<file path="src/rtl/pyrd_pkg.sv">
// Shared types, constants and byte functions of the UYVY reorder deinterlacer.
package pyrd_pkg;

  localparam int MAX_PAIRS_DEF = 1024;
  localparam int PAIRS_W       = 11;
  localparam int LINES_W       = 12;
  localparam int QUEUE_DEPTH   = 4;
  localparam int OUT_DEPTH     = 2;
  localparam int ADDR_W        = 4;
  localparam int DATA_W        = 32;

  localparam logic [1:0] REG_ORDER_MODE = 2'd0;
  localparam logic [1:0] REG_PAIRS      = 2'd1;
  localparam logic [1:0] REG_LINES      = 2'd2;

  localparam logic ORDER_YVYU = 1'b0;
  localparam logic ORDER_VYUY = 1'b1;

  localparam logic [PAIRS_W-1:0] PAIRS_RESET = PAIRS_W'(320);
  localparam logic [LINES_W-1:0] LINES_RESET = LINES_W'(480);

  typedef struct packed {
    logic [7:0] in_y1;
    logic [7:0] in_v;
    logic [7:0] in_y0;
    logic [7:0] in_u;
  } in_item_t;

  typedef struct packed {
    logic [7:0] out_byte0;
    logic [7:0] out_byte1;
    logic [7:0] out_byte2;
    logic [7:0] out_byte3;
    logic       last_of_run;
    logic       end_of_frame;
  } out_item_t;

  typedef struct packed {
    logic               order_mode;
    logic [PAIRS_W-1:0] pairs_per_line;
    logic [LINES_W-1:0] line_count;
  } cfg_t;

  typedef struct packed {
    logic [31:0] above;
    logic [31:0] center;
    logic [31:0] cur;
    logic        use_copy;
    logic        two;
    logic        last_col;
  } work_t;

  function automatic logic [7:0] blend_byte(input logic [7:0] a, input logic [7:0] b,
                                            input logic [7:0] c);
    logic [8:0] s1;
    logic [8:0] s2;
    s1 = ({1'b0, a} + {1'b0, b} + 9'd1) >> 1;
    s2 = (s1 + {1'b0, c} + 9'd1) >> 1;
    return s2[7:0];
  endfunction

  function automatic logic [31:0] blend_word(input logic [31:0] above, input logic [31:0] center,
                                             input logic [31:0] below);
    logic [31:0] r;
    for (int k = 0; k < 4; k++) begin
      r[8*k +: 8] = blend_byte(above[8*k +: 8], below[8*k +: 8], center[8*k +: 8]);
    end
    return r;
  endfunction

  function automatic out_item_t reorder(input logic [31:0] w, input logic mode,
                                        input logic last, input logic eof);
    out_item_t o;
    if (mode == ORDER_YVYU) begin
      o.out_byte0 = w[15:8];
      o.out_byte1 = w[23:16];
      o.out_byte2 = w[31:24];
      o.out_byte3 = w[7:0];
    end else begin
      o.out_byte0 = w[23:16];
      o.out_byte1 = w[15:8];
      o.out_byte2 = w[7:0];
      o.out_byte3 = w[31:24];
    end
    o.last_of_run  = last;
    o.end_of_frame = eof;
    return o;
  endfunction

endpackage

</file>
<file path="src/rtl/pyrd_back.sv">
// Back end: blend or copy, byte reorder and result issue, one or two results per item.
module pyrd_back (
  input  logic                clk,
  input  logic                rst_n,
  input  pyrd_pkg::cfg_t      cfg,
  input  logic                q_empty,
  input  pyrd_pkg::work_t     q_head,
  output logic                q_pop,
  input  logic                o_full,
  output logic                o_push,
  output pyrd_pkg::out_item_t o_item
);
  import pyrd_pkg::*;

  logic        phase_r, phase_nxt;
  logic [31:0] word;
  logic        last;
  logic        eof;

  always_comb begin
    o_push = !q_empty && !o_full;
    if (phase_r) begin
      word = q_head.cur;
      last = 1'b1;
      eof  = q_head.last_col;
    end else begin
      word = q_head.use_copy ? q_head.center
                             : blend_word(q_head.above, q_head.center, q_head.cur);
      last = !q_head.two;
      eof  = 1'b0;
    end
    o_item    = reorder(word, cfg.order_mode, last, eof);
    q_pop     = o_push && (!q_head.two || phase_r);
    phase_nxt = o_push ? (q_head.two && !phase_r) : phase_r;
  end

  always_ff @(posedge clk) begin
    if (!rst_n) begin
      phase_r <= 1'b0;
    end else begin
      phase_r <= phase_nxt;
    end
  end

  a_phase_owner: assert property (@(posedge clk) disable iff (!rst_n)
    phase_r |-> (!q_empty && q_head.two))
    else $error("second result pending without a last-row item");

  a_eof_last: assert property (@(posedge clk) disable iff (!rst_n)
    (o_push && o_item.end_of_frame) |-> o_item.last_of_run)
    else $error("end of frame on a non-final result");

  a_pop_emits: assert property (@(posedge clk) disable iff (!rst_n)
    q_pop |-> o_push)
    else $error("item dropped without a result");

endmodule

</file>
<file path="config.mk">
export PLATFORM = sky130hd
export DESIGN_NAME = pyrd_back
export DESIGN_NICKNAME = d
export VERILOG_FILES = /design/src/rtl/pyrd_pkg.sv /design/src/rtl/pyrd_back.sv
export SDC_FILE = /design/constraint.sdc
export NUM_CORES = 1
export LEC_CHECK = 0
export BUFFER_PORTS_ARGS = -buffer_cell sky130_fd_sc_hd__buf_2
export CORE_MARGIN = 5
export CORE_UTILIZATION = 44
export DETAILED_ROUTE_END_ITERATION = 8
export PLACE_DENSITY = 0.8
export SLEW_MARGIN = 30
export SYNTH_ARGS = -nofsm -noshare
export SYNTH_HDL_FRONTEND = slang
export SYNTH_SLANG_ARGS = --single-unit
</file>
<file path="constraint.sdc">
create_clock -name clk -period 4.95 [get_ports clk]
set_input_delay 1.2375 -clock clk [delete_from_list [all_inputs] [get_ports clk]]
set_output_delay 1.2375 -clock clk [all_outputs]
set_load 0.03 [all_outputs]
</file>
* Word level (Yosys, flattened, before mapping)
Cells that the tools add are included.
** Word-level totals
- Flip-flop bits (word level) :: 1
- Logic and storage cells :: 30
** Cells by class
- Add/subtract/negate cells :: 16
- Mux-type cells :: 5
- Reduce and logical (&&, ||, !) cells :: 8
** Operators with widths (count)
- 32-bit 2-to-1 mux :: 3
- 8-bit by 8-bit adder with 9-bit output :: 8
- 9-bit by 1-bit adder with 9-bit output, second input constant :: 8
- 1-bit zero test :: 4
- 1-bit logical AND :: 3
- 1-bit 2-to-1 mux :: 2
- 1-bit logical OR :: 1

* Longest topological paths before layout
Gate-level depths: netlist of run 1.
- Depth after elaboration :: 7
- Gate-level depth with buffers :: 15
- Depth with buffers taken out :: 15

* Least setup slack after synthesis of run 1
OpenSTA, ideal clock, no wires.
- Path kind :: input to output
- From :: in q_head[67] (netlist bit)
- To :: out o_item[16] (netlist bit)
- Slack :: -0.481 ns
- Arrival :: 4.194 ns
- Required time :: 3.713 ns
- Stages :: 14
- Cells stage by stage :: or2_1 -> fa_1 -> a21oi_1 -> nor2_1 -> nor2_1 -> o21bai_1 -> a21oi_1 -> xnor2_1 -> ha_1 -> and3_1 -> a31oi_1 -> nor2_1 -> a211o_1 -> o21ai_0
** RTL lines
- start, declared :: line pyrd_back.sv:7 : input pyrd_pkg::work_t q_head,
- end, declared :: line pyrd_back.sv:11 : output pyrd_pkg::out_item_t o_item

==> impl_metrics.tcl, run 1 <==
set metrics [dict create \
    status "finished, violations left" \
    violations "setup timing" \
    ys_warn_count 0 \
    max-vdd-ir-drop_uv 193 \
    max_slew_margin_pct 63.3 \
    period_needed_ns 5.33 \
    ys_types 52 \
    die_h_um 97.1 \
    layout_common_cells "buf_2, buf_4, ha_1" \
    io_pins 163 \
    yosysSeqAreaShare_pct 0.599 \
    dp_hpwl_um 9450 \
    synth_fp_nets 634 \
    total_power_w 0.00139 \
    fin_crit_sh_pct 108 \
    arrival_ns 4.09 \
    io_buffers 139 \
    n_antenna_cell 0 \
    worst_setup_path_end_kind "output pin" \
    rsz0062_at_grt "yes" \
    fin_nets 861 \
    powerDensity_nw_per_um2 253 \
    clkLatencyLatePin_ns 0 \
    vias 4362 \
    gp_congestion 0.947 \
    hold_ws_ns 0.754 \
    syn2layout_area_growth_pct 64.6 \
    wirelength_met1_um 4480 \
    fin_skew_ns 0 \
    routedWlPerCell_um 16.3 \
    ant_nets 0 \
    drt_iter0_markers 128 \
    synthFlopType "dfxtp_1" \
    reg_top3 "phase_r (1)" \
    hold_viol 0 \
    wl_met3_um 930 \
    grt_start_max_net_pins 31 \
    dieArea_um2 9430 \
    largest_reg_flops 1 \
    timing.setup.tns_ns -6.04 \
    synth_edf_count 0 \
    totalWireLength_um 12500 \
    antenna_found_initial 0 \
    core_area_um2 7330 \
    start_util_pct 45.6 \
    drv_slew 0 \
    synth-seq-cells 1 \
    grt_pass1_vias 4441 \
    drive_gt1_share_pct 50.6 \
    syn_inst 443 \
    maxUsedRoutingLayer "met4" \
    preCtsSetupSlack_ns -0.514 \
    dr.pass1.iters 6 \
    fin_area_um2 5500 \
    drcViolationCount 0 \
    hold_path.class "reg2reg" \
    async_reset_ff_share_pct 0 \
    die_x_um 97.1 \
    required_ns 3.71 \
    syn_avg_cell_area_um2 7.54 \
    gr-total-overflow 0 \
    criticalPathCategory "in2out" \
    synth_area_um2 3340 \
    fillers 500 \
    clock.fmax_mhz 188 \
    fin_ws_ns -0.380 \
    grt_pass1_wl_um 19300 \
    drt-vias-per-instance 5.69 \
    ctsHoldBuffers 0 \
    cp-start-kind "input pin" \
    setup_viol 26 \
    grt_usage_pct 23.3 \
    num_rows 31 \
    worst_pin_slew_ns 0.550 \
    seq_area_um2 21.3 \
    top_register "phase_r" \
    multi_input_area_um2 3570 \
    leakage_nw 2.75 \
    placed_cell_area_um2 4800 \
    wl_met2_um 6810 \
    clk_pin_slew_ns 0 \
    path_max_fanout 4 \
    maxCapViolations 0 \
]
[synthesized netlist by cell type (all sizes together), types with 8 or more instances]
master | instances | area, um2
fa | 8 | 160
xor2 | 15 | 131
clkbuf | 11 | 101
a21o | 17 | 128
xnor2 | 27 | 236
ha | 56 | 701
mux2i | 23 | 230
nand3 | 11 | 55.1
a21oi | 64 | 335
nand2 | 34 | 128
o21ai | 36 | 191
inv | 24 | 90.1
nor2 | 17 | 63.8
o21bai | 8 | 60.1
[through the flow]
stage | utilization [%] | instances
final | 75.0 | 767
after global routing | 75.0 | 767
after CTS | 71.0 | 761
after detailed placement | 65.5 | 752
after global placement | 65.5 | 752
after floorplan | - | 443
[worst paths after layout]
path | startpoint | end | slack (ns) | cells past startpoint
hold / removal | phase_r | phase_r | 0.75 | 2
setup reg to reg | phase_r | phase_r | 3.63 | 4
hold reg to reg | phase_r | phase_r | 0.75 | 2
setup / recovery | q_head[67] | o_item[8] | -0.38 | 18
[cell type report]
class | instances | share of cell area (%)
well taps | 99 | 2.25
inverters | 24 | 1.64
flip-flops and latches | 1 | 0.387
repair buffers | 244 | 30.7
multi-input cells | 399 | 65.0
[cell families (layout without fill, tap and decap cells)]
| kind of cell | Yosys count | in the layout | synth area share [%] |
|---|---|---|---|
| XOR/XNOR | 42 | 42 | 11.0 |
| buffers and inverters | 43 | 268 | 8.09 |
| flip-flops | 1 | 1 | 0.599 |
| adder cells (fa/ha/maj) | 64 | 64 | 25.8 |
| AND/OR/NAND/NOR | 92 | 92 | 13.1 |
| AO/OA/AOI/OAI | 178 | 178 | 34.5 |
| multiplexers | 23 | 23 | 6.89 |
[layer usage]
metal / GRT usage, % / up-vias
met3: 4.38 / 30
met2: 48.0 / 168
li1: - / 2104
met1: 24.1 / 2060
met5: 0 / -
met4: 4.32 / 0
[critical path, cell delays in order]
cell      delay, ns
buf_6          0.09
or2_4          0.25
fa_2           0.35
a21oi_2        0.14
nor2_1         0.05
nor2_1         0.14
o21bai_1       0.09
a21oi_2        0.18
xnor2_1        0.13
ha_1           0.29
buf_6          0.14
nand2_2        0.06
o21ai_2        0.06
a31oi_2        0.21
nor2_1         0.08
a211o_1        0.31
o21ai_2        0.14
buf_6          0.15
[timing repair]
item                                    4_1_cts  5_1_grt
pin swaps                                    47       31
endpoints found under the setup margin       26       28
buffers inserted                             18        9
endpoints found under the hold margin         0        0
gates resized for setup                      91       47
[report_power, final]
part / switching (W) / internal (W) / total, W / leakage [nW]
sequential: 0.00000311 / 0.00000870 / 0.0000118 / 0.00860
combinational: 0.000703 / 0.000675 / 0.00138 / 2.74
clock: 0 / 0 / 0 / 0
total: 0.000706 / 0.000684 / 0.00139 / 2.75
Note: power is estimated with default switching activity, not from simulation.
==> run 2, diff against run 1 <==
--- a/config.mk
+++ b/config.mk
@@ -9,7 +9,9 @@
 export CORE_MARGIN = 5
 export CORE_UTILIZATION = 44
 export DETAILED_ROUTE_END_ITERATION = 8
+export MAX_ROUTING_LAYER = met4
 export PLACE_DENSITY = 0.8
+export SKIP_CTS_REPAIR_TIMING = 1
 export SLEW_MARGIN = 30
 export SYNTH_ARGS = -nofsm -noshare
 export SYNTH_HDL_FRONTEND = slang
==> impl_metrics.tcl, run 2 (synthesis gave the netlist of run 1 again) <==
set metrics [dict create \
    syn2layout_area_growth_pct 60.0 \
    start_util_pct 45.6 \
    gr-total-overflow 0 \
    drt-vias-per-instance 5.58 \
    totalWireLength_um 12000 \
    routedWlPerCell_um 15.8 \
    whs_path_depth 2 \
    final_common_cell "buf_2" \
    grt_usage_pct 22.6 \
    num_rows 31 \
    timing.setup.tns_ns -4.94 \
    slowest_stage "fa_2" \
    rsz0062_at_grt "yes" \
    hold_viol 0 \
    dieArea_um2 9430 \
    reg2reg_slack_ns 3.67 \
    leakage_nw 2.68 \
    fin_area_um2 5340 \
    worst_pin_slew_ns 0.745 \
    dr.pass1.iters 6 \
    path_buf_inv 3 \
    drcViolationCount 0 \
    clkLatencyLatePin_ns 0 \
    clock.fmax_mhz 188 \
    multi_input_area_um2 3510 \
    drv_slew 0 \
    fin_skew_ns 0 \
    max-vdd-ir-drop_uv 223 \
    die_h_um 97.1 \
    io_pins 163 \
    placed_cell_area_um2 4800 \
    powerDensity_nw_per_um2 247 \
    largest_reg_flops 1 \
    grt_pass1_wl_um 18400 \
    grt_pass1_vias 4300 \
    crit_path_cell_trace "buf_6 > or2_4 > fa_2 > a21o_1 > a21oi_2 > o21bai_1 > a21oi_2 > buf_4 > xnor2_4 > ha_4 > a21o_1 > a31o_4 > a21oi_2 > xor2_1 > o21ai_2 > a32o_2 > buf_6" \
    seq_area_um2 20.0 \
    cp-start-kind "input pin" \
    criticalPathCategory "in2out" \
    fin_nets 851 \
    max_slew_margin_pct 50.3 \
    top_register "phase_r" \
    hold_path.class "reg2reg" \
    worst_setup_path_end_kind "output pin" \
    antenna_found_initial 0 \
    whs_endpoint "phase_r" \
    arrival_ns 4.07 \
    period_needed_ns 5.31 \
    io_buffers 139 \
    ant_nets 0 \
    status "finished, violations left" \
    vias 4227 \
    fin_crit_sh_pct 107 \
    r2r_end "phase_r" \
    path_max_fanout 2 \
    reg2reg_depth 2 \
    grt_start_max_net_pins 25 \
    n_antenna_cell 0 \
    required_ns 3.71 \
    layout_common_cells "buf_2, buf_4, ha_1" \
    fin_ws_ns -0.357 \
    reg_top3 "phase_r (1)" \
    fillers 564 \
    die_x_um 97.1 \
    timing.rr.start "phase_r" \
    worst_path_largest_cell_delay_ns 0.38 \
    drive_gt1_share_pct 49.4 \
    core_area_um2 7330 \
    hp-start "phase_r" \
    cp_top_family "compound AO/OA/AOI/OAI gates" \
    clk_pin_slew_ns 0 \
    dp_hpwl_um 9590 \
    gp_congestion 0.920 \
    violations "setup timing" \
    drt_iter0_markers 104 \
    maxCapViolations 0 \
    setup_viol 21 \
    crit_path_frequent_cell "a21oi_2" \
]
## run 2: cell count changes in the layout (fill, tap and decap cells not counted), moves of 3 or more
cell	before	now
clkbuf_4	0	4
buf_4	106	97
a21oi_2	17	21
xnor2_1	19	22
a21oi_1	45	42
buf_6	32	28
## run 2: layer usage
| layer | share of wire [%] | vias to the layer above | track usage (%) |
|---|---|---|---|
| met4 | 1.4 | 0 | 2.81 |
| met1 | 38 | 1966 | 24.1 |
| met2 | 55 | 161 | 44.7 |
| li1 | - | 2084 | - |
| met3 | 6.4 | 16 | 3.52 |
| met5 | 0 | - | - |
## run 2: how the worst max path moves through the flow
stage	endpoint	depth (start not counted)	slack, ns	from
final	o_item[32]	17	-0.36	q_head[75]
after global routing	o_item[17]	16	-0.49	q_head[67]
after CTS	o_item[17]	16	-0.48	q_head[67]
after detailed placement	o_item[17]	16	-0.46	q_head[67]
after global placement	o_item[25]	17	-0.40	q_head[75]
after floorplan	o_item[25]	13	-0.1	q_head[83]
## run 2: worst min-delay path, cell delays in order, from the launching register on
cell and delay, ns:
dfxtp_1 0.52, o21ai_0 0.19, a21boi_0 0.10
## run 2: power breakdown
part / switching [W] / leakage [nW] / internal, W / total [W]
Sequential: 0.00000226 / 0.00817 / 0.00000860 / 0.0000109
Clock: 0 / 0 / 0 / 0
Combinational: 0.000675 / 2.68 / 0.000633 / 0.00131
## run 2: per-stage QoR
stage / setup WS, ns / cells / hold WS, ns / utilization [%] / power, W
after floorplan: -0.0986 / 443 / 0.761 / - / 0.000755
after global placement: -0.402 / 752 / 0.817 / 65.5 / 0.00109
after detailed placement: -0.457 / 752 / 0.857 / 65.5 / 0.00113
after CTS: -0.479 / 752 / 0.866 / 65.5 / 0.00113
after global routing: -0.492 / 757 / 0.925 / 72.9 / 0.00142
final: -0.357 / 757 / 0.871 / 72.9 / 0.00132
## run 2: layout make-up
| class | instances | area share [%] |
|---|---|---|
| Sequential cell | 1 | 0.375 |
| Tap cell | 99 | 2.32 |
| Timing Repair Buffer | 234 | 29.9 |
| Inverter | 24 | 1.69 |
| Multi-Input combinational cell | 399 | 65.7 |
