File: config.mk
export PLATFORM = sky130hd
export DESIGN_NAME = pyrd_fifo
export DESIGN_NICKNAME = d
export VERILOG_FILES = /design/src/rtl/pyrd_fifo.sv
export SDC_FILE = /design/constraint.sdc
export NUM_CORES = 1
export LEC_CHECK = 0
export BUFFER_PORTS_ARGS = -buffer_cell sky130_fd_sc_hd__buf_2
export CORE_ASPECT_RATIO = 1.1
export CORE_MARGIN = 8
export CORE_UTILIZATION = 48
export DETAILED_ROUTE_END_ITERATION = 12
export PLACE_DENSITY = 0.69
export SKIP_LAST_GASP = 1
export SLEW_MARGIN = 20
export SYNTH_ARGS = -nofsm -noshare
export SYNTH_HDL_FRONTEND = slang
export SYNTH_SLANG_ARGS = --single-unit
File: constraint.sdc
create_clock -name clk -period 2.7 [get_ports clk]
set_clock_uncertainty 0.1 [all_clocks]
set_input_delay 0.135 -clock clk [delete_from_list [all_inputs] [get_ports clk]]
set_output_delay 0.135 -clock clk [all_outputs]
set_load 0.01 [all_outputs]
File: src/rtl/pyrd_fifo.sv
// Small register queue with level output.
module pyrd_fifo #(
  parameter int W     = 8,
  parameter int DEPTH = 4
) (
  input  logic                           clk,
  input  logic                           rst_n,
  input  logic                           push,
  input  logic [W-1:0]                   din,
  input  logic                           pop,
  output logic [W-1:0]                   dout,
  output logic                           full,
  output logic                           empty,
  output logic [$clog2(DEPTH+1)-1:0]     level
);
  localparam int AW = (DEPTH > 1) ? $clog2(DEPTH) : 1;
  localparam int LW = $clog2(DEPTH + 1);

  logic [W-1:0]  slot_r [DEPTH];
  logic [AW-1:0] wr_ptr_r, wr_ptr_nxt;
  logic [AW-1:0] rd_ptr_r, rd_ptr_nxt;
  logic [LW-1:0] level_r, level_nxt;
  logic          do_push;
  logic          do_pop;

  assign full    = (level_r == LW'(DEPTH));
  assign empty   = (level_r == '0);
  assign level   = level_r;
  assign dout    = slot_r[rd_ptr_r];
  assign do_push = push && !full;
  assign do_pop  = pop && !empty;

  always_comb begin
    wr_ptr_nxt = wr_ptr_r;
    rd_ptr_nxt = rd_ptr_r;
    level_nxt  = level_r;
    if (do_push) begin
      wr_ptr_nxt = (wr_ptr_r == AW'(DEPTH - 1)) ? '0 : wr_ptr_r + AW'(1);
    end
    if (do_pop) begin
      rd_ptr_nxt = (rd_ptr_r == AW'(DEPTH - 1)) ? '0 : rd_ptr_r + AW'(1);
    end
    if (do_push && !do_pop) begin
      level_nxt = level_r + LW'(1);
    end else if (do_pop && !do_push) begin
      level_nxt = level_r - LW'(1);
    end
  end

  always_ff @(posedge clk) begin
    if (!rst_n) begin
      wr_ptr_r <= '0;
      rd_ptr_r <= '0;
      level_r  <= '0;
    end else begin
      wr_ptr_r <= wr_ptr_nxt;
      rd_ptr_r <= rd_ptr_nxt;
      level_r  <= level_nxt;
    end
  end

  always_ff @(posedge clk) begin
    if (do_push) begin
      slot_r[wr_ptr_r] <= din;
    end
  end

endmodule

Word-level counts from Yosys, hierarchy flattened
Memory sizes are Yosys's and may differ from the RTL's. A register that Yosys moved wholly into a read port is not among the register bits.
Index checks and enable logic that the tools add are counted.
{"block": "classes", "add_sub_neg": 4, "eq_ne": 3, "muxes": 8, "reduce_logical": 10}
{"operator": "$mux W2", "n": 4}
{"operator": "$mux W3", "n": 2}
{"operator": "$add A2 B1 Y2 const B", "n": 2}
{"operator": "$eq A2 B2 Y1 const B", "n": 2}
{"operator": "$logic_and A1 B1 Y1", "n": 4}
{"operator": "$logic_not A1 Y1", "n": 4}
{"operator": "$add A3 B1 Y3 const B", "n": 1}
{"operator": "$eq A3 B3 Y1 const B", "n": 1}
{"operator": "$logic_not A3 Y1", "n": 1}
{"operator": "$sub A3 B1 Y3 const B", "n": 1}
{"operator": "$mux W1", "n": 2}
{"operator": "$reduce_bool A2 Y1", "n": 1}
{"block": "word_totals", "reg_bits": 7, "mem_bits_rw": 32, "output_inout_bits": 13, "mem_count": 1}
{"name": "slot_r", "depth": 4, "width": 8, "rd": 1, "rd_clocked_by_memory_dff": 1, "write_ports": 1, "line_no": "19", "source": "logic [W-1:0] slot_r [DEPTH];"}

Logic depth before layout (Yosys ltp)
Gate-level depths: netlist of run 1.
{"block": "depth", "depth_word": 7, "depth_mapped": 9, "mapped_depth_nobuf": 8}

Worst setup path before layout of run 1
OpenSTA, ideal clock, no wires.
{"block": "synth_timing", "path_kind": "flip-flop to flip-flop", "start": "register level_r[0], in the netlist level[0]", "end": "register level_r[2], in the netlist level[2]", "setup_time_ns": 0.076, "arrival_ns": 2.067, "required_time_ns": 2.524, "setup_slack_ns": 0.457, "stages_incl_launch_ff": 8, "n_path_buf": 0, "synth_period_minus_slack_ns": 2.243, "cell_sequence": "dfxtp_1 -> o31ai_1 -> ha_1 -> inv_1 -> fa_1 -> xor2_1 -> or3_1 -> a21boi_0"}
{"block": "synth_between", "elab_chain_len": 6, "elab_cells_between_ends": 15, "cone_classes": "add/sub (2); eq/ne (1); mux (2); reduce/logical (10)"}
{"element": "start: declaration", "line_no": "22", "source": "logic [LW-1:0] level_r, level_nxt;"}
{"element": "start signal: assignment", "line_no": "58", "source": "level_r <= level_nxt;"}
{"element": "parallel branches: the longest is 6 deep, another holds $sub A3 B1 Y3"}
Parallel ways; which one is timed is not known. The select of a mux whose other input is x is not followed.
A chain may end at the register's enable or synchronous reset.

Worst setup path after layout of run 1
{"block": "layout_timing", "start": "register level_r[1], in the netlist level[1]", "end": "register level_r[2], in the netlist level[2]"}
The elaborated chain is that of the path after synthesis.

==> flow_metrics.env, run 1 <==
export IMPL_outcome="finished clean"
export IMPL_fin_hold_ws_ns=0.0369
export IMPL_grt_max_degree=14
export IMPL_antenna_cells=0
export IMPL_hold_buffers=8
export IMPL_critPathKind="reg -> reg"
export IMPL_cts_setup_buffers=0
export IMPL_holdCritPathClass="in -> reg"
export IMPL_die_area_um2=5520
export IMPL_areaGrowthSynthToFinish_pct=18.1
export IMPL_gr_total_overflow=0
export IMPL_required_ns=2.87
export IMPL_grt_antenna_before_repair=0
export IMPL_p_int_mw=1.11
export IMPL_synth_seq_area_share=0.700
export IMPL_wirelength_um=2710
export IMPL_wl_per_cell_um=16.2
export IMPL_via_count=889
export IMPL_gp_congestion=0.703
export IMPL_drive_gt1_frac=0.313
export IMPL_p_clk_frac=0.180
export IMPL_clock_latency_ns=0.33
export IMPL_cts_resized=0
export IMPL_htreeDepth=2
export IMPL_leakage_nw=0.715
export IMPL_timing_final_crit_share=0.840
export IMPL_route_detailed_drc=0
export IMPL_grt_pass1_vias=944
export IMPL_power_switching_share=0.301
export IMPL_worstMarginPinSlew_ns=0.544
export IMPL_core_um2=3300
export IMPL_pwr_share_seq=0.541
export IMPL_row_count=22
export IMPL_cts_buffer_depth=2
export IMPL_p_comb_frac=0.279
export IMPL_ios=25
export IMPL_dr_first_iter_drc_count=63
export IMPL_detail_route_antenna_nets=0
export IMPL_finalSetupViolations=0
export IMPL_cts_reportedPaths_clkPinSlew_ns=0.11
export IMPL_die_h_um=77.1
export IMPL_rsz0062_at_grt="false"
export IMPL_timing_fmax_mhz=441
export IMPL_start_util=0.494
export IMPL_first_pass_iters=4
export IMPL_cp_start_kind="register"
export IMPL_postLayoutCellArea_um2=1930
export IMPL_hold_viol=0
export IMPL_ff2ff_setup_slack_ns=0.43
export IMPL_cts_root_buf="clkbuf_4"
export IMPL_place_area_um2=1790
export IMPL_syn_area_um2=1630
export IMPL_die_x_um=71.6
export IMPL_maxSlewHeadroom=0.637
export IMPL_maxSlewViolCount=0
export IMPL_io_buffers=24
export IMPL_ys_types=23
export IMPL_p_per_area_nw_per_um2=828
export IMPL_cts_made_buffers=5
export IMPL_setup_tns_ns=0
export IMPL_cts_tree="done"
export IMPL_pre_cts_slack_ns=0.421
export IMPL_grt_use_total=0.109
export IMPL_syn_area_per_cell_um2=17.5
export IMPL_yosys_warnings=0
export IMPL_cp_data_arrival_time_ns=2.44
export IMPL_netlist_instances=93
export IMPL_final_nets=149
export IMPL_synth_seq_cells=41
export IMPL_p_sw_uw=480
export IMPL_dp_hpwl_um=1980
export IMPL_ir_drop_v=0.000456
export IMPL_finalWorstSetupSlack_ns=0.433
export IMPL_viasPerCell=5.32
export IMPL_synth_nets=112
export IMPL_cp_max_fo=6
export IMPL_grt_pass1_wl_um=4520
export IMPL_period_needed_ns=2.27
export IMPL_drv_cap=0
export IMPL_cts_sinks=41
export IMPL_cp_end_kind="register"
## per-stage QoR
stage          power (mW)  utilization  cells
3_5_place_dp         1.33        0.543    151
2_1_floorplan        1.16            -     93
6_report             1.59        0.583    167
3_3_place_gp         1.30        0.543    151
4_1_cts              1.61        0.583    167
5_1_grt              1.68        0.583    167
## per-layer routing
metal	track usage	share of wire	wire, um
met4	0.0675	0.022	59
met5	0	0	0
met1	0.106	0.40	1080
met3	0.0351	0.042	113
met2	0.192	0.54	1450
## cells by family after synthesis
family / Yosys count / share of synthesized area
simple gates: 20 / 0.0660
fa+ha+maj: 7 / 0.0583
xor+xnor: 2 / 0.0107
mux: 11 / 0.129
compound gates: 5 / 0.0184
flops: 41 / 0.700
buf+inv: 7 / 0.0176
## cell usage in the layout, fill, tap and decap left out, drive strengths merged
cell type,instances
nor2,2
fa,1
mux4,8
nor3,1
and2,5
ha,6
o21ai,3
nand3,2
buf,26
clkbuf,6
nor3b,1
clkinv,1
nor2b,2
edfxtp,32
clkinvlp,1
xor2,1
inv,3
a21boi,1
dlygate4sd3,8
dfxtp,9
o31ai,1
xnor2,1
mux2i,3
or3,1
nand2,6
## state kept, by name, indices dropped and copies added, names as in the netlist, named ones only
name and flops:
level 3, rd_ptr_r 2, slot_r 32, wr_ptr_r 2
## synthesized netlist by cell type, drive strengths merged
| master | n | share of area |
|---|---|---|
| nand3 | 2 | 0.0061 |
| dfxtp | 9 | 0.11 |
| fa | 1 | 0.012 |
| ha | 6 | 0.046 |
| mux2i | 3 | 0.018 |
| xnor2 | 1 | 0.0054 |
| nor3b | 1 | 0.0077 |
| or3 | 1 | 0.0038 |
| o31ai | 1 | 0.0046 |
| mux4 | 8 | 0.11 |
| and2 | 5 | 0.019 |
| inv | 3 | 0.0069 |
| nor3 | 1 | 0.0031 |
| o21ai | 3 | 0.0092 |
| buf | 3 | 0.0084 |
| nor2 | 2 | 0.0046 |
| nor2b | 2 | 0.0077 |
| edfxtp | 32 | 0.59 |
| a21boi | 1 | 0.0046 |
| nand2 | 6 | 0.014 |
| xor2 | 1 | 0.0054 |
| clkbuf | 1 | 0.0023 |
## critical path, cell delays in order, from the launching register on
cell	delay [ns]
dfxtp_1	0.39
o31ai_1	0.41
ha_1	0.26
inv_1	0.06
fa_1	0.38
xor2_1	0.16
or3_1	0.29
a21boi_0	0.15
## worst paths after layout
path | start | to | depth (start not counted)
min | rst_n | wr_ptr_r[0]$_SDFFE_PN0P_ | 3
max | level[1]$_SDFFE_PN0P_ | level[2]$_SDFFE_PN0P_ | 7
min reg2reg | wr_ptr_r[0]$_SDFFE_PN0P_ | wr_ptr_r[0]$_SDFFE_PN0P_ | 2
max reg2reg | level[1]$_SDFFE_PN0P_ | level[2]$_SDFFE_PN0P_ | 7
## cell type report
| cell class | count | area [um2] |
|---|---|---|
| Inverter | 3 | 11.3 |
| Tap cell | 36 | 45.0 |
| Timing Repair Buffer | 34 | 215 |
| Fill cell | 273 | 1380 |
| Clock buffer | 6 | 41.3 |
| Sequential cell | 41 | 1140 |
| Multi-Input combinational cell | 45 | 460 |
| Clock inverter | 2 | 11.3 |
## power groups by stage
stage               logic, mW  clock network [mW]  registers, mW
floorplan               0.320                   0          0.839
detailed placement      0.444                   0          0.882
global route            0.485               0.317          0.881
global placement        0.429                   0          0.873
finish                  0.444               0.287          0.863
CTS                     0.456               0.291          0.867
Note: power is estimated with default switching activity, not from simulation.
==> inputs of run 2 (changes only) <==
--- a/config.mk
+++ b/config.mk
@@ -5,6 +5,7 @@
 export SDC_FILE = /design/constraint.sdc
 export NUM_CORES = 1
 export LEC_CHECK = 0
+export ABC_AREA = 1
 export BUFFER_PORTS_ARGS = -buffer_cell sky130_fd_sc_hd__buf_2
 export CORE_ASPECT_RATIO = 1.1
 export CORE_MARGIN = 8
==> constraint.sdc (replaced) <==
create_clock -name clk -period 2.1 [get_ports clk]
set_clock_uncertainty 0.1 [all_clocks]
set_input_delay 0.105 -clock clk [delete_from_list [all_inputs] [get_ports clk]]
set_output_delay 0.105 -clock clk [all_outputs]
set_load 0.01 [all_outputs]
==> run 2 against run 1 <==
  * Global-route usage rose by 2.1 points
  * Final area rose by 6.0%
  * Fmax rose by 18%
  * Clock-buffer cell count rose by 2
  * Sequential share of layout area fell by 3.4 points
  * Area after synthesis rose by 3.8%
  * Worst setup slack got worse by 0.25 ns
  * Critical path depth rose by 2
  * Synthesized cell count rose by 59%
  * Worst hold slack improved by 0.036 ns
  * Cell count rose by 44%
  * Critical endpoint is now level[1]$_SDFFE_PN0P_
  * Largest cell class unchanged
==> flow_metrics.env, run 2 <==
export IMPL_gp_congestion=0.785
export IMPL_cts_tree="done"
export IMPL_cp_max_fo=7
export IMPL_grt_use_total=0.130
export IMPL_yosys_warnings=0
export IMPL_finalSetupViolations=0
export IMPL_crit_chain="nor2_2 -> nand2_2 -> nand2_2 -> inv_1 -> ha_1 -> inv_1 -> fa_1 -> o21ai_1 -> nor2_1"
export IMPL_setup_tns_ns=0
export IMPL_top_register="slot_r"
export IMPL_cts_root_buf="clkbuf_4"
export IMPL_detail_route_antenna_nets=0
export IMPL_ir_drop_v=0.000725
export IMPL_p_per_area_nw_per_um2=1140
export IMPL_syn_area_um2=1690
export IMPL_worstMarginPinSlew_ns=0.350
export IMPL_critPathKind="reg -> reg"
export IMPL_synth_most_common_cell="nor2_1"
export IMPL_final_nets=211
export IMPL_clock_latency_ns=0.33
export IMPL_synth_area_leaders="edfxtp_1 (57%), dfxtp_1 (11%), nor2_1 (7.3%)"
export IMPL_start_util=0.504
export IMPL_cts_buffer_depth=2
export IMPL_htreeDepth=2
export IMPL_worstRegToRegCells=9
export IMPL_maxSlewHeadroom=0.766
export IMPL_grt_pass1_wl_um=5620
export IMPL_slowest_delay_ns=0.42
export IMPL_viasPerCell=4.89
export IMPL_hold_viol=0
export IMPL_numPlacedInstances=223
export IMPL_cp_end_kind="register"
export IMPL_grt_pass1_vias=1264
export IMPL_gr_total_overflow=0
export IMPL_die_x_um=72.6
export IMPL_cts_setup_buffers=0
export IMPL_period_needed_ns=1.92
export IMPL_largest_reg_flops=32
export IMPL_synth_nets=167
export IMPL_ios=25
export IMPL_netlist_instances=148
export IMPL_ys_types=18
export IMPL_first_pass_iters=4
export IMPL_dp_hpwl_um=2370
export IMPL_whs_path_depth=4
export IMPL_critPathTopFamily="adder cells"
export IMPL_grt_antenna_before_repair=0
export IMPL_die_h_um=78.3
export IMPL_synthFlopType="edfxtp_1"
export IMPL_outcome="finished clean"
export IMPL_timing_final_crit_share=0.914
export IMPL_synth_seq_area_share=0.674
export IMPL_areaGrowthSynthToFinish_pct=20.6
export IMPL_holdCritPathClass="in -> reg"
export IMPL_synth_seq_cells=41
export IMPL_required_ns=2.23
export IMPL_mostFrequentLayoutCells="nor2_1 (32), edfxtp_1 (32), buf_2 (24), inv_1 (18)"
export IMPL_maxSlewViolCount=0
export IMPL_cts_reportedPaths_clkPinSlew_ns=0.10
export IMPL_cp_start_kind="register"
export IMPL_utilization=0.608
export IMPL_drv_cap=0
export IMPL_path_buf_inv=2
export IMPL_via_count=1178
export IMPL_grt_max_degree=17
export IMPL_wirelength_um=3380
export IMPL_dr_first_iter_drc_count=59
export IMPL_r2r_start="level[1]$_SDFFE_PN0P_"
export IMPL_drive_gt1_frac=0.212
export IMPL_netlist_area_leader_share=0.568
export IMPL_wl_per_cell_um=14.0
export IMPL_r2r_end="level[1]$_SDFFE_PN0P_"
export IMPL_core_um2=3360
export IMPL_async_flop_share=0
export IMPL_synth_area_leader_cell="edfxtp_1"
export IMPL_row_count=22
export IMPL_cts_sinks=41
export IMPL_timing_fmax_mhz=521
export IMPL_die_area_um2=5690
export IMPL_cp_data_arrival_time_ns=2.05
export IMPL_synth_edff_count=32
export IMPL_cts_made_buffers=5
export IMPL_route_detailed_drc=0
export IMPL_antenna_cells=0
export IMPL_slowest_stage="fa_1"
export IMPL_finalPower_mw=2.32
export IMPL_pre_cts_slack_ns=0.120
export IMPL_min_delay_start="pop"
export IMPL_hold_path_endpoint="rd_ptr_r[1]$_SDFFE_PN0P_"
export IMPL_io_buffers=24
export IMPL_layout_cells_non_filler=241
export IMPL_leakage_nw=0.842
export IMPL_finalWorstSetupSlack_ns=0.181
export IMPL_syn_area_per_cell_um2=11.4
export IMPL_synth_commonest_cells="nor2_1 (33), edfxtp_1 (32), inv_1 (18)"
export IMPL_ff2ff_setup_slack_ns=0.18
export IMPL_fill_cells=299
==> run 2: cell types whose count changed in the layout (fill, tap and decap cells not counted), sizes merged, moves of 3 or more <==
cell | before | now
and2 | 5 | 0
buf | 26 | 29
inv | 3 | 19
mux2i | 3 | 0
mux4 | 8 | 0
nand2 | 6 | 15
nor2 | 2 | 33
o21ai | 3 | 18
o22ai | 0 | 8
==> run 2: metrics by stage <==
| step | hold WS [ns] | instance area, um2 |
|---|---|---|
| floorplan | 0.104 | 1690 |
| global route | 0.0982 | 2040 |
| detailed placement | 0.220 | 1890 |
| CTS | 0.0572 | 2040 |
| finish | 0.0730 | 2040 |
| global placement | 0.215 | 1890 |
==> run 2: worst register-to-register path: cells and delay by family, from the launching register on <==
kind	cells	cell delay (ns)
AND/OR/NAND/NOR	4	0.44
buffers and inverters	2	0.14
AO/OA/AOI/OAI	1	0.14
flip-flops	1	0.37
adder cells (fa/ha/maj)	2	0.63
==> run 2: repair_timing <==
item | in CTS | in global routing
hold buffers | 10 | 0
endpoints found under the hold margin | 41 | 0
endpoints found under the setup margin | 0 | 2
resized for setup | 0 | 3
==> run 2: worst max-delay path by stage <==
stage                                 end  slack, ns                  start  cells past startpoint
global route        level[2]$_SDFFE_PN0P_      -0.02  level[1]$_SDFFE_PN0P_                     11
global placement    level[1]$_SDFFE_PN0P_       0.22  level[1]$_SDFFE_PN0P_                      9
finish              level[1]$_SDFFE_PN0P_       0.18  level[1]$_SDFFE_PN0P_                      9
floorplan           level[1]$_SDFFE_PN0P_       0.26  level[1]$_SDFFE_PN0P_                      9
CTS                 level[1]$_SDFFE_PN0P_        0.1  level[1]$_SDFFE_PN0P_                      9
detailed placement  level[1]$_SDFFE_PN0P_       0.12  level[1]$_SDFFE_PN0P_                      9
==> run 2: cells by family (layout without fill, tap and decap cells) <==
family,count (synthesis),count (layout),share of synthesized area
and+or+nand+nor,51,51,0.119
DFF,41,41,0.674
AOI/OAI and AO/OA,28,28,0.0953
buffers and inverters,21,66,0.0554
adders and majority gates,7,7,0.0562
==> run 2: metal layers <==
metal / up-vias / global-route usage / part of all wire / wire, um
li1: 587 / - / - / -
met1: 561 / 0.132 / 0.41 / 1390
met2: 25 / 0.231 / 0.53 / 1780
met3: 5 / 0.0470 / 0.046 / 156
met4: 0 / 0.0541 / 0.017 / 56
met5: - / 0 / 0 / 0
==> run 2: area by class of cell <==
class	count	area (um2)	share of cell area
clock buffers	8	48.8	0.0239
well taps	48	60.1	0.0294
flip-flops and latches	41	1140	0.559
inverters	19	71.3	0.0349
repair buffers	39	258	0.126
multi-input cells	86	463	0.227
==> run 2: power breakdown <==
part	internal, mW	switching (mW)
Sequential	1.01	0.105
Clock	0.134	0.227
Combinational	0.332	0.519
==> inputs of run 3 (changes only) <==
--- a/config.mk
+++ b/config.mk
@@ -11,7 +11,7 @@
 export CORE_MARGIN = 8
 export CORE_UTILIZATION = 48
 export DETAILED_ROUTE_END_ITERATION = 12
-export PLACE_DENSITY = 0.69
+export PLACE_DENSITY = 0.8
 export SKIP_LAST_GASP = 1
 export SLEW_MARGIN = 20
 export SYNTH_ARGS = -nofsm -noshare
==> run 3 against run 2 <==
  * Sequential share of layout area shrank 0.85 points
  * Combinational power grew 3.8%
  * Critical path depth grew 3
  * Worst setup slack lost 0.079 ns
  * Global-route usage grew 0.055 points
  * Clock-buffer cell count shrank 2
  * First-iteration DRC count grew 14%
  * Worst hold slack gained 0.35 ns
==> flow_metrics.env, run 3 (synthesis gave the netlist of run 2 again) <==
export IMPL_outcome="finished clean"
export IMPL_final_nets=215
export IMPL_rsz0062_at_grt="true"
export IMPL_p_per_area_nw_per_um2=1130
export IMPL_finalPower_mw=2.34
export IMPL_dr_first_iter_drc_count=67
export IMPL_cp_data_arrival_time_ns=2.18
export IMPL_critPathKind="reg -> reg"
export IMPL_dp_hpwl_um=2340
export IMPL_timing_fmax_mhz=500
export IMPL_largest_reg_flops=32
export IMPL_timing_final_crit_share=0.951
export IMPL_row_count=22
export IMPL_die_x_um=72.6
export IMPL_die_area_um2=5690
export IMPL_cts_sinks=41
export IMPL_top_register="slot_r"
export IMPL_period_needed_ns=2.00
export IMPL_first_pass_iters=4
export IMPL_drive_gt1_frac=0.234
export IMPL_cts_reportedPaths_clkPinSlew_ns=0.11
export IMPL_pwr_share_seq=0.472
export IMPL_power_switching_share=0.367
export IMPL_mostFrequentLayoutCells="nor2_1 (33), edfxtp_1 (32), buf_2 (24), inv_1 (18)"
export IMPL_numPlacedInstances=223
export IMPL_areaGrowthSynthToFinish_pct=22.6
export IMPL_final_common_cell="nor2_1"
export IMPL_cts_tree="done"
export IMPL_required_ns=2.28
export IMPL_finalSetupViolations=0
export IMPL_holdCritPathClass="in -> reg"
export IMPL_maxSlewHeadroom=0.801
export IMPL_grt_antenna_before_repair=0
export IMPL_grt_use_total=0.130
export IMPL_cp_max_fo=5
export IMPL_grt_max_degree=17
export IMPL_gp_congestion=0.711
export IMPL_p_sw_uw=860
export IMPL_io_buffers=24
export IMPL_whs_path_depth=2
export IMPL_ir_drop_v=0.000778
export IMPL_cts_buffer_depth=2
export IMPL_layout_cells_non_filler=245
export IMPL_p_int_mw=1.48
export IMPL_grt_pass1_wl_um=5610
export IMPL_antenna_cells=0
export IMPL_htreeDepth=2
export IMPL_wl_per_cell_um=14.4
export IMPL_maxSlewViolCount=0
export IMPL_hold_viol=0
export IMPL_p_comb_frac=0.377
export IMPL_die_h_um=78.3
export IMPL_clock_latency_ns=0.33
export IMPL_ios=25
export IMPL_viasPerCell=4.96
export IMPL_gr_total_overflow=0
export IMPL_via_count=1214
export IMPL_cp_start_kind="register"
export IMPL_cts_made_buffers=5
export IMPL_p_clk_frac=0.151
export IMPL_wirelength_um=3530
export IMPL_route_detailed_drc=0
export IMPL_grt_pass1_vias=1296
export IMPL_cp_end_kind="register"
export IMPL_drv_cap=0
export IMPL_start_util=0.504
export IMPL_leakage_nw=0.866
export IMPL_worstRegToRegCells=12
export IMPL_detail_route_antenna_nets=0
export IMPL_worstMarginPinSlew_ns=0.298
export IMPL_core_um2=3360
export IMPL_cts_root_buf="clkbuf_4"
-- run 3: cell types whose count changed in the layout (fill, tap and decap cells not counted), sizes merged --
cell	previous run	this run
buf	29	32
clkbuf	8	6
clkinv	0	2
dlygate4sd3	10	11
-- run 3: cell type report --
class,count,area (um2)
sequential,41,1140
multi-input combinational,86,460
timing repair buffer,43,290
tap,48,60.1
clock buffer,6,41.3
fill,280,1280
inverter,19,71.3
clock inverter,2,10.0
-- run 3: power by group through the flow --
stage | Sequential (mW) | Clock (mW) | Combinational [mW]
after floorplan | 1.11 | 0 | 0.537
after global placement | 1.11 | 0 | 0.778
after detailed placement | 1.12 | 0 | 0.833
after CTS | 1.10 | 0.371 | 0.853
after global routing | 1.12 | 0.413 | 0.997
final | 1.11 | 0.355 | 0.883
-- run 3: critical path, stage by stage (launching register included) --
cell and delay, ns:
dfxtp_1 0.42, nor2_1 0.09, nand2_1 0.14, nand2_2 0.11
inv_1 0.07, ha_1 0.16, inv_1 0.07, fa_1 0.38
nand2_1 0.12, nand3_1 0.09, nand2_1 0.07, inv_1 0.04
nor2_1 0.08
-- run 3: stage by stage --
stage | worst slack [ns] | instance area [um2] | hold WS (ns) | util | TNS (ns)
floorplan | 0.257 | 1690 | 0.104 | - | 0
global placement | 0.225 | 1890 | 0.214 | 0.562 | 0
detailed placement | 0.121 | 1890 | 0.220 | 0.562 | 0
CTS | 0.105 | 2040 | 0.0463 | 0.607 | 0
global route | -0.0403 | 2080 | 0.399 | 0.618 | -0.0403
finish | 0.102 | 2080 | 0.420 | 0.618 | 0
-- run 3: worst paths after layout --
| path | from | to | slack [ns] |
|---|---|---|---|
| worst max register to register | level[1]$_SDFFE_PN0P_ | level[2]$_SDFFE_PN0P_ | 0.10 |
| worst min register to register | level[0]$_SDFFE_PN0P_ | level[0]$_SDFFE_PN0P_ | 0.45 |
| worst min-delay path | din[4] | slot_r[2][4]$_DFFE_PP_ | 0.42 |
| worst max-delay path | level[1]$_SDFFE_PN0P_ | level[2]$_SDFFE_PN0P_ | 0.10 |
-- run 3: per-layer routing --
layer  GRT usage  wire length, um  up-vias
li1            -                -      600
met1       0.126             1420      569
met2       0.224             1820       34
met3      0.0546              192       11
met4      0.0782              104        0
met5           0                0        -
-- run 3: what timing repair did --
| item | in CTS | in global routing |
|---|---|---|
| setup buffers | 0 | 3 |
| resized for setup | 0 | 3 |
| endpoints found under the setup margin | 0 | 2 |
| hold buffers | 10 | 1 |
| endpoints found under the hold margin | 41 | 2 |
